<file path="src/log_contrast_pixel_stream_unit_assert.svh">
// assertion macros used by the top rtl file
`ifndef LOG_CONTRAST_PIXEL_STREAM_UNIT_ASSERT_SVH
`define LOG_CONTRAST_PIXEL_STREAM_UNIT_ASSERT_SVH

// same-cycle implication, checked out of reset
`define LCPS_ASSERT_NOW(label, ante, cons) \
    label: assert property (@(posedge clk) disable iff (!rst_n) (ante) |-> (cons)) \
        else $error("lcps check failed");

// next-cycle implication, checked out of reset
`define LCPS_ASSERT_NEXT(label, ante, cons) \
    label: assert property (@(posedge clk) disable iff (!rst_n) (ante) |=> (cons)) \
        else $error("lcps check failed");

`endif

</file>
<file path="src/lcps_pkg.sv">
package lcps_pkg;

    // field widths
    localparam int PIX_W          = 8;
    localparam int PIXEL_BITS_DEF = 8;

    // log2 in Q4.12, working precision of the squaring loop
    localparam int LOG_W         = 16;
    localparam int LOG_FRAC_WORK = 24;
    localparam int LOG_FRAC_OUT  = 12;

    // numerator 255 * log fits in log width plus one byte
    localparam int NUM_W = LOG_W + PIX_W;
    localparam int CNT_W = $clog2(PIX_W);

    localparam logic [PIX_W-1:0] OUT_MAX = 8'd255;
    localparam logic [PIX_W-1:0] OUT_MIN = 8'd0;

    localparam int TABLE_DEPTH = 1 << PIX_W;

    typedef logic [LOG_W-1:0] log_table_t [TABLE_DEPTH];

    // divider status toward the output stage
    typedef struct packed {
        logic             busy;
        logic             done;
        logic             last;
        logic [PIX_W-1:0] quot;
    } div_status_t;

    // log2(n) in Q4.12, rounded half up; mantissa squared with Q1.31 truncation
    function automatic logic [LOG_W-1:0] log2_q12(input int unsigned n);
        int unsigned      ip;
        int unsigned      frac;
        longint unsigned  m;
        longint unsigned  full;
        ip   = 0;
        frac = 0;
        for (int k = 1; k < 32; k++)
        begin
            if ((n >> k) != 0)
                ip = k;
        end
        m = longint'(n) << (31 - ip);
        for (int i = 0; i < LOG_FRAC_WORK; i++)
        begin
            m    = (m * m) >> 31;
            frac = frac << 1;
            if (m >= 64'h1_0000_0000)
            begin
                m    = m >> 1;
                frac = frac | 32'd1;
            end
        end
        full = (longint'(ip) << LOG_FRAC_WORK) | longint'(frac);
        full = full + (64'd1 << (LOG_FRAC_WORK - LOG_FRAC_OUT - 1));
        return LOG_W'(full >> (LOG_FRAC_WORK - LOG_FRAC_OUT));
    endfunction

    // entry k holds log2(k + 1)
    function automatic log_table_t build_log_table();
        log_table_t t;
        for (int k = 0; k < TABLE_DEPTH; k++)
        begin
            t[k] = log2_q12(k + 1);
        end
        return t;
    endfunction

    localparam log_table_t LOG_TABLE = build_log_table();

endpackage

</file>
<file path="src/lcps_divider.sv">
module lcps_divider (
    input  logic                         clk,
    input  logic                         rst_n,
    input  logic                         start,
    input  logic [lcps_pkg::LOG_W-1:0]   lp,
    input  logic [lcps_pkg::LOG_W-1:0]   lm,
    input  logic                         last,
    input  logic                         take,
    output lcps_pkg::div_status_t        status
);

    typedef enum logic [1:0] {IDLE, CHECK, ITER, DONE} state_t;

    state_t                            state_reg;
    logic [lcps_pkg::NUM_W-1:0]        rem_reg;
    logic [lcps_pkg::NUM_W-1:0]        dsh_reg;
    logic [lcps_pkg::PIX_W-1:0]        quot_reg;
    logic [lcps_pkg::CNT_W-1:0]        cnt_reg;
    logic                              last_reg;
    logic                              fits;

    // trial compare of the partial remainder against the shifted divisor
    assign fits = (rem_reg >= dsh_reg);

    // restoring division, one quotient bit per cycle
    always_ff @(posedge clk or negedge rst_n)
    begin
        if (!rst_n)
        begin
            state_reg <= IDLE;
            cnt_reg   <= '0;
            quot_reg  <= '0;
            last_reg  <= 1'b0;
            rem_reg   <= '0;
            dsh_reg   <= '0;
        end
        else
        begin
            case (state_reg)
                IDLE:
                begin
                    if (start)
                    begin
                        // 255 * lp as lp * 256 - lp
                        rem_reg   <= lcps_pkg::NUM_W'({lp, 8'h00}) - lcps_pkg::NUM_W'(lp);
                        dsh_reg   <= lcps_pkg::NUM_W'({lm, 8'h00});
                        last_reg  <= last;
                        state_reg <= CHECK;
                    end
                end
                CHECK:
                begin
                    // zero scale gives zero, a quotient of 256 or more saturates
                    if (dsh_reg == '0)
                    begin
                        quot_reg  <= lcps_pkg::OUT_MIN;
                        state_reg <= DONE;
                    end
                    else if (fits)
                    begin
                        quot_reg  <= lcps_pkg::OUT_MAX;
                        state_reg <= DONE;
                    end
                    else
                    begin
                        dsh_reg   <= dsh_reg >> 1;
                        cnt_reg   <= lcps_pkg::CNT_W'(lcps_pkg::PIX_W - 1);
                        state_reg <= ITER;
                    end
                end
                ITER:
                begin
                    if (fits)
                        rem_reg <= rem_reg - dsh_reg;
                    quot_reg <= {quot_reg[lcps_pkg::PIX_W-2:0], fits};
                    dsh_reg  <= dsh_reg >> 1;
                    if (cnt_reg == '0)
                        state_reg <= DONE;
                    else
                        cnt_reg <= cnt_reg - 1'b1;
                end
                DONE:
                begin
                    if (take)
                        state_reg <= IDLE;
                end
                default:
                begin
                    state_reg <= IDLE;
                end
            endcase
        end
    end

    assign status.busy = (state_reg != IDLE);
    assign status.done = (state_reg == DONE);
    assign status.last = last_reg;
    assign status.quot = quot_reg;

endmodule

</file>
<file path="src/lcps_range_track.sv">
module lcps_range_track (
    input  logic                              clk,
    input  logic                              rst_n,
    input  lcps_pkg::div_status_t             status,
    output logic                              take,
    output logic                              m_axis_tvalid,
    input  logic                              m_axis_tready,
    output logic [3*lcps_pkg::PIX_W-1:0]      m_axis_tdata,
    output logic                              m_axis_tlast
);

    logic                          valid_reg;
    logic [lcps_pkg::PIX_W-1:0]    run_max_reg;
    logic [lcps_pkg::PIX_W-1:0]    run_min_reg;
    logic [lcps_pkg::PIX_W-1:0]    max_next;
    logic [lcps_pkg::PIX_W-1:0]    min_next;
    logic [lcps_pkg::PIX_W-1:0]    pix_reg;
    logic [lcps_pkg::PIX_W-1:0]    min_reg;
    logic [lcps_pkg::PIX_W-1:0]    max_reg;
    logic                          last_reg;

    // result moves in when the output register is empty or being drained
    assign take = status.done && (!valid_reg || m_axis_tready);

    // trackers including the present result
    always_comb
    begin
        max_next = (status.quot > run_max_reg) ? status.quot : run_max_reg;
        min_next = (status.quot < run_min_reg) ? status.quot : run_min_reg;
    end

    // output register and frame trackers
    always_ff @(posedge clk or negedge rst_n)
    begin
        if (!rst_n)
        begin
            valid_reg   <= 1'b0;
            run_max_reg <= lcps_pkg::OUT_MIN;
            run_min_reg <= lcps_pkg::OUT_MAX;
        end
        else if (take)
        begin
            valid_reg <= 1'b1;
            if (status.last)
            begin
                run_max_reg <= lcps_pkg::OUT_MIN;
                run_min_reg <= lcps_pkg::OUT_MAX;
            end
            else
            begin
                run_max_reg <= max_next;
                run_min_reg <= min_next;
            end
        end
        else if (m_axis_tready)
        begin
            valid_reg <= 1'b0;
        end
    end

    // payload, no reset
    always_ff @(posedge clk)
    begin
        if (take)
        begin
            pix_reg  <= status.quot;
            min_reg  <= min_next;
            max_reg  <= max_next;
            last_reg <= status.last;
        end
    end

    assign m_axis_tvalid = valid_reg;
    assign m_axis_tdata  = {max_reg, min_reg, pix_reg};
    assign m_axis_tlast  = last_reg;

endmodule

</file>
<file path="src/log_contrast_pixel_stream_unit.sv">
// an input transfer registers the log lookups, then the 8-step serial divider runs;
//   zero scale or saturation skips its steps; the output stage registers the result
// one pixel in flight: the next waits until the divider has handed on its result
// reset: asynchronous active low; clears control state, trackers to min 255 / max 0,
//   max_input_pixel to 255
`include "log_contrast_pixel_stream_unit_assert.svh"

module log_contrast_pixel_stream_unit #(
    parameter int PIXEL_BITS = lcps_pkg::PIXEL_BITS_DEF
) (
    input  logic                              clk,
    input  logic                              rst_n,
    // config write channel
    input  logic                              cfg_valid,
    output logic                              cfg_ready,
    input  logic [lcps_pkg::PIX_W-1:0]        cfg_data,     // max_input_pixel
    // input stream
    input  logic                              s_axis_tvalid,
    output logic                              s_axis_tready,
    input  logic [lcps_pkg::PIX_W-1:0]        s_axis_tdata, // pixel_in
    input  logic                              s_axis_tlast,
    // output stream
    output logic                              m_axis_tvalid,
    input  logic                              m_axis_tready,
    output logic [3*lcps_pkg::PIX_W-1:0]      m_axis_tdata, // pixel_out, min_out, max_out
    output logic                              m_axis_tlast
);

    localparam logic [lcps_pkg::PIX_W-1:0] PIXEL_MASK =
        lcps_pkg::PIX_W'((32'd1 << PIXEL_BITS) - 32'd1);

    logic [lcps_pkg::PIX_W-1:0]   max_in_reg;
    logic                         go_reg;
    logic [lcps_pkg::LOG_W-1:0]   lp_reg;
    logic [lcps_pkg::LOG_W-1:0]   lm_reg;
    logic                         last_reg;
    logic [lcps_pkg::PIX_W-1:0]   pix_masked;
    logic [lcps_pkg::PIX_W-1:0]   max_masked;
    logic                         in_xfer;
    logic                         div_take;
    lcps_pkg::div_status_t        div_stat;

    // config register, always ready
    assign cfg_ready = 1'b1;

    always_ff @(posedge clk or negedge rst_n)
    begin
        if (!rst_n)
            max_in_reg <= lcps_pkg::OUT_MAX;
        else if (cfg_valid && cfg_ready)
            max_in_reg <= cfg_data;
    end

    // one pixel in flight
    assign s_axis_tready = !div_stat.busy && !go_reg;
    assign in_xfer       = s_axis_tvalid && s_axis_tready;

    assign pix_masked = s_axis_tdata & PIXEL_MASK;
    assign max_masked = max_in_reg & PIXEL_MASK;

    // log lookup of pixel + 1 and maximum + 1
    always_ff @(posedge clk or negedge rst_n)
    begin
        if (!rst_n)
            go_reg <= 1'b0;
        else
            go_reg <= in_xfer;
    end

    always_ff @(posedge clk)
    begin
        if (in_xfer)
        begin
            lp_reg   <= lcps_pkg::LOG_TABLE[pix_masked];
            lm_reg   <= lcps_pkg::LOG_TABLE[max_masked];
            last_reg <= s_axis_tlast;
        end
    end

    lcps_divider u_divider (
        .clk    (clk),
        .rst_n  (rst_n),
        .start  (go_reg),
        .lp     (lp_reg),
        .lm     (lm_reg),
        .last   (last_reg),
        .take   (div_take),
        .status (div_stat)
    );

    lcps_range_track u_range_track (
        .clk           (clk),
        .rst_n         (rst_n),
        .status        (div_stat),
        .take          (div_take),
        .m_axis_tvalid (m_axis_tvalid),
        .m_axis_tready (m_axis_tready),
        .m_axis_tdata  (m_axis_tdata),
        .m_axis_tlast  (m_axis_tlast)
    );

    // checks
    `LCPS_ASSERT_NOW(a_no_accept_busy, in_xfer, !div_stat.busy && !go_reg)
    `LCPS_ASSERT_NEXT(a_take_shows_result, div_take, m_axis_tvalid)
    `LCPS_ASSERT_NOW(a_range_order, m_axis_tvalid, (m_axis_tdata[15:8] <= m_axis_tdata[7:0]) && (m_axis_tdata[7:0] <= m_axis_tdata[23:16]))

endmodule

</file>
<file path="config.mk">
export PLATFORM = sky130hd
export DESIGN_NAME = log_contrast_pixel_stream_unit
export DESIGN_NICKNAME = d
export VERILOG_FILES = /design/src/lcps_pkg.sv /design/src/lcps_divider.sv /design/src/lcps_range_track.sv /design/src/log_contrast_pixel_stream_unit.sv
export VERILOG_INCLUDE_DIRS = /design/src /design/src/src
export SDC_FILE = /design/constraint.sdc
export NUM_CORES = 1
export LEC_CHECK = 0
export ABC_AREA = 1
export CAP_MARGIN = 40
export CORE_ASPECT_RATIO = 1.5
export CORE_MARGIN = 4
export CORE_UTILIZATION = 25
export CTS_CLUSTER_DIAMETER = 80
export DETAILED_ROUTE_END_ITERATION = 16
export DONT_BUFFER_PORTS = 1
export PLACE_DENSITY = 0.44
export SLEW_MARGIN = 5
export SYNTH_ARGS = -nofsm -noshare
export SYNTH_HDL_FRONTEND = slang
export SYNTH_SLANG_ARGS = --single-unit
export TNS_END_PERCENT = 1
</file>
<file path="constraint.sdc">
create_clock -name clk -period 4.2 [get_ports clk]
set_clock_uncertainty 0.15 [all_clocks]
set_input_delay 0.21 -clock clk [delete_from_list [all_inputs] [get_ports clk]]
set_output_delay 0.21 -clock clk [all_outputs]
set_load 0.1 [all_outputs]
</file>
==> flow_metrics.env <==
export IMPL_cts_root_buf="clkbuf_16"
export IMPL_fp_dieW_um=214
export IMPL_syn_cell_area_um2=15900
export IMPL_drv_slew=0
export IMPL_final_util_pct=28.4
export IMPL_critPathKind="reg -> reg"
export IMPL_synthCells=2653
export IMPL_postLayoutCellArea_um2=17900
export IMPL_numCtsBuffers=17
export IMPL_status="complete, no violations"
export IMPL_ys_async_sr_fraction_pct=60.3
export IMPL_finalCritPeriodShare_pct=86.5
export IMPL_nets=2758
export IMPL_power_density_nw_per_um2=676
export IMPL_worstPathArrival_ns=3.70
export IMPL_drc=0
export IMPL_drive_gt1_share_pct=6.99
export IMPL_final_hold_viol_count=0
export IMPL_grt_pass1_wl_um=122000
export IMPL_ios=50
export IMPL_cap_violations=0
export IMPL_vias=18800
export IMPL_final_antenna_net_count=0
export IMPL_rsz0062_at_grt="no"
export IMPL_setup_viol_count_final=0
export IMPL_grt_pass1_vias=18400
export IMPL_dpl_cell_area_um2=17100
export IMPL_cts_tree="built"
export IMPL_ir_drop_mv=0.402
export IMPL_grt_ovfl_total=0
export IMPL_ys_top_cells_by_area="nand2_1 (21%), dfrtp_1 (11%), edfxtp_1 (11%)"
export IMPL_yosysMostFrequentCell="nand2_1"
export IMPL_endpoint_kind="register"
export IMPL_critPathRequiredTime_ns=4.27
export IMPL_synth_edff_count=58
export IMPL_synth_distinct_cells=55
export IMPL_wire_per_inst_um=24.0
export IMPL_ys_seq_area_share_pct=24.9
export IMPL_synth_avg_cell_area_um2=5.99
export IMPL_cp_max_fo=14
export IMPL_clk_pin_slew_ns=0.08
export IMPL_dr_pass1_iters=6
export IMPL_ys_ff_latch=146
export IMPL_vias_per_cell=5.42
export IMPL_clk_latency_ns=0.48
export IMPL_max_slew_margin_pct=32.7
export IMPL_tns_ns=0
export IMPL_tightest_slew_ns=1.01
export IMPL_io_buffer_count=0
export IMPL_p_leak_uw=0.00878
export IMPL_rows=113
export IMPL_synth_top_area_share_pct=21.2
export IMPL_cts_sinks=146
export IMPL_total_power_uw=12100
export IMPL_finalCriticalPeriod_ns=3.63
export IMPL_drtIter0Drc=2210
export IMPL_drt_total_wl_um=83200
export IMPL_hpwlAfterDp_um=63400
export IMPL_startpoint_type="register"
export IMPL_netlist_top_cell_by_area="nand2_1"
export IMPL_max_freq_mhz=275
export IMPL_hold_class="in -> reg"
export IMPL_gp_congestion=1.03
export IMPL_dieArea_um2=67800
export IMPL_yosys_warnings=0
export IMPL_synth_ff_type="dfrtp_1"
export IMPL_h_tree_depth=4
export IMPL_grt_usage_pct=23.9
export IMPL_die_h_um=317
export IMPL_core_area_um2=63200
export IMPL_syn_num_nets=2764
export IMPL_netlist_top_cells_count="nand2_1 (896), inv_1 (315), o21ai_0 (261)"
export IMPL_cts_buffer_depth=2
export IMPL_grt_max_degree=89
export IMPL_antenna_found_initial=2
export IMPL_start_util_pct=25.2
export IMPL_area_delta_synth_final_pct=12.9
[cells in the final DEF (no fill, tap or decap), types with 5 or more instances in the layout]
| cell type | n |
|---|---|
| nand2_1 | 896 |
| inv_1 | 315 |
| o21ai_0 | 261 |
| nand3_1 | 221 |
| nor2_1 | 216 |
| a21oi_1 | 131 |
| ha_1 | 88 |
| dfrtp_1 | 72 |
| edfxtp_1 | 58 |
| nand4_1 | 48 |
| buf_4 | 46 |
| nand2_2 | 28 |
| o211ai_1 | 26 |
| o21ai_2 | 20 |
| a31oi_1 | 19 |
| dlygate4sd3_1 | 18 |
| clkbuf_16 | 17 |
| dfstp_2 | 16 |
| o22ai_1 | 15 |
| nor3_1 | 13 |
| buf_16 | 13 |
| inv_2 | 12 |
| xor2_1 | 9 |
| o2111ai_1 | 8 |
| o31ai_1 | 7 |
| o221ai_1 | 5 |
| clkinv_1 | 5 |
| o21a_1 | 5 |
| o21ai_1 | 5 |
| a211oi_1 | 5 |
| nand3b_1 | 5 |
| clkinv_8 | 5 |
[layer usage]
metal  part of all wire, %  wire (µm)  GRT usage (%)  up-vias
met5                 0.022         18              0        -
met4                   8.0       6670           16.3        2
met3                   6.8       5670           3.82      321
met2                    49      40500           42.3      993
met1                    36      30300           26.3     8786
li1                      -          -              -     8696
[power by group]
group | switching [µW] | internal, µW
clock network | 811 | 807
logic | 5300 | 2320
registers | 738 | 2160
total | 6850 | 5290
[path summary, 6_finish.rpt]
kind,startpoint,to,slack (ns),cells past startpoint
worst max-delay path,max_in_reg[1],lm_reg[0],0.57,12
worst min-delay path,s_axis_tdata[6],lp_reg[6],0.06,4
worst max register to register,max_in_reg[1],lm_reg[0],0.57,12
worst min register to register,u_divider.dsh_reg[19],u_divider.dsh_reg[19],0.33,2
max in group asynchronous,rst_n,u_divider.dsh_reg[0],3.27,2
min in group asynchronous,rst_n,u_divider.last_reg,0.23,2
[logic make-up after synthesis]
group | count (synthesis) | share of synthesized area, %
other | 1 | 0.0236
buffers and inverters | 439 | 11.2
AO/OA/AOI/OAI | 521 | 18.4
AND/OR/NAND/NOR | 1446 | 37.7
multiplexers | 1 | 0.0630
adder cells (fa/ha/maj) | 89 | 7.05
XOR/XNOR | 10 | 0.551
flip-flops | 146 | 24.9
[what timing repair did]
action	4_1_cts	5_1_grt
hold buffers	19	0
buffers inserted	0	0
hold endpoints to repair	113	0
gates resized for setup	0	0
endpoints found under the setup margin	0	0
[cell type report]
cell class              count  area [µm²]
fillers                  7106       45200
multi-input cells        2068       10200
flip-flops and latches    146        3960
inverters                 332        1250
well taps                 805        1010
repair buffers             82         960
clock buffers              17         425
clock inverters            15         183
diodes                      2        5.00
[worst max-delay path: stages, from the launching register on]
cell,delay (ns)
dfstp_2,0.74
inv_1,0.29
ha_1,0.52
inv_1,0.15
nand2_1,0.24
nand3_1,0.31
o21ai_0,0.16
o21ai_0,0.41
nand2_1,0.11
nand3_1,0.10
nand2_1,0.06
nand2_1,0.05
nand2_1,0.08
[stage by stage]
step / hold WS (ns) / setup WS (ns) / instances
global placement: -0.202 / 0.727 / 3398
global route: 0.0375 / 0.555 / 3467
detailed placement: -0.228 / 0.714 / 3414
finish: 0.0640 / 0.566 / 3467
CTS: 0.00129 / 0.682 / 3465
floorplan: -0.236 / 0.339 / 2653
Power figures use the tool's default switching activity.
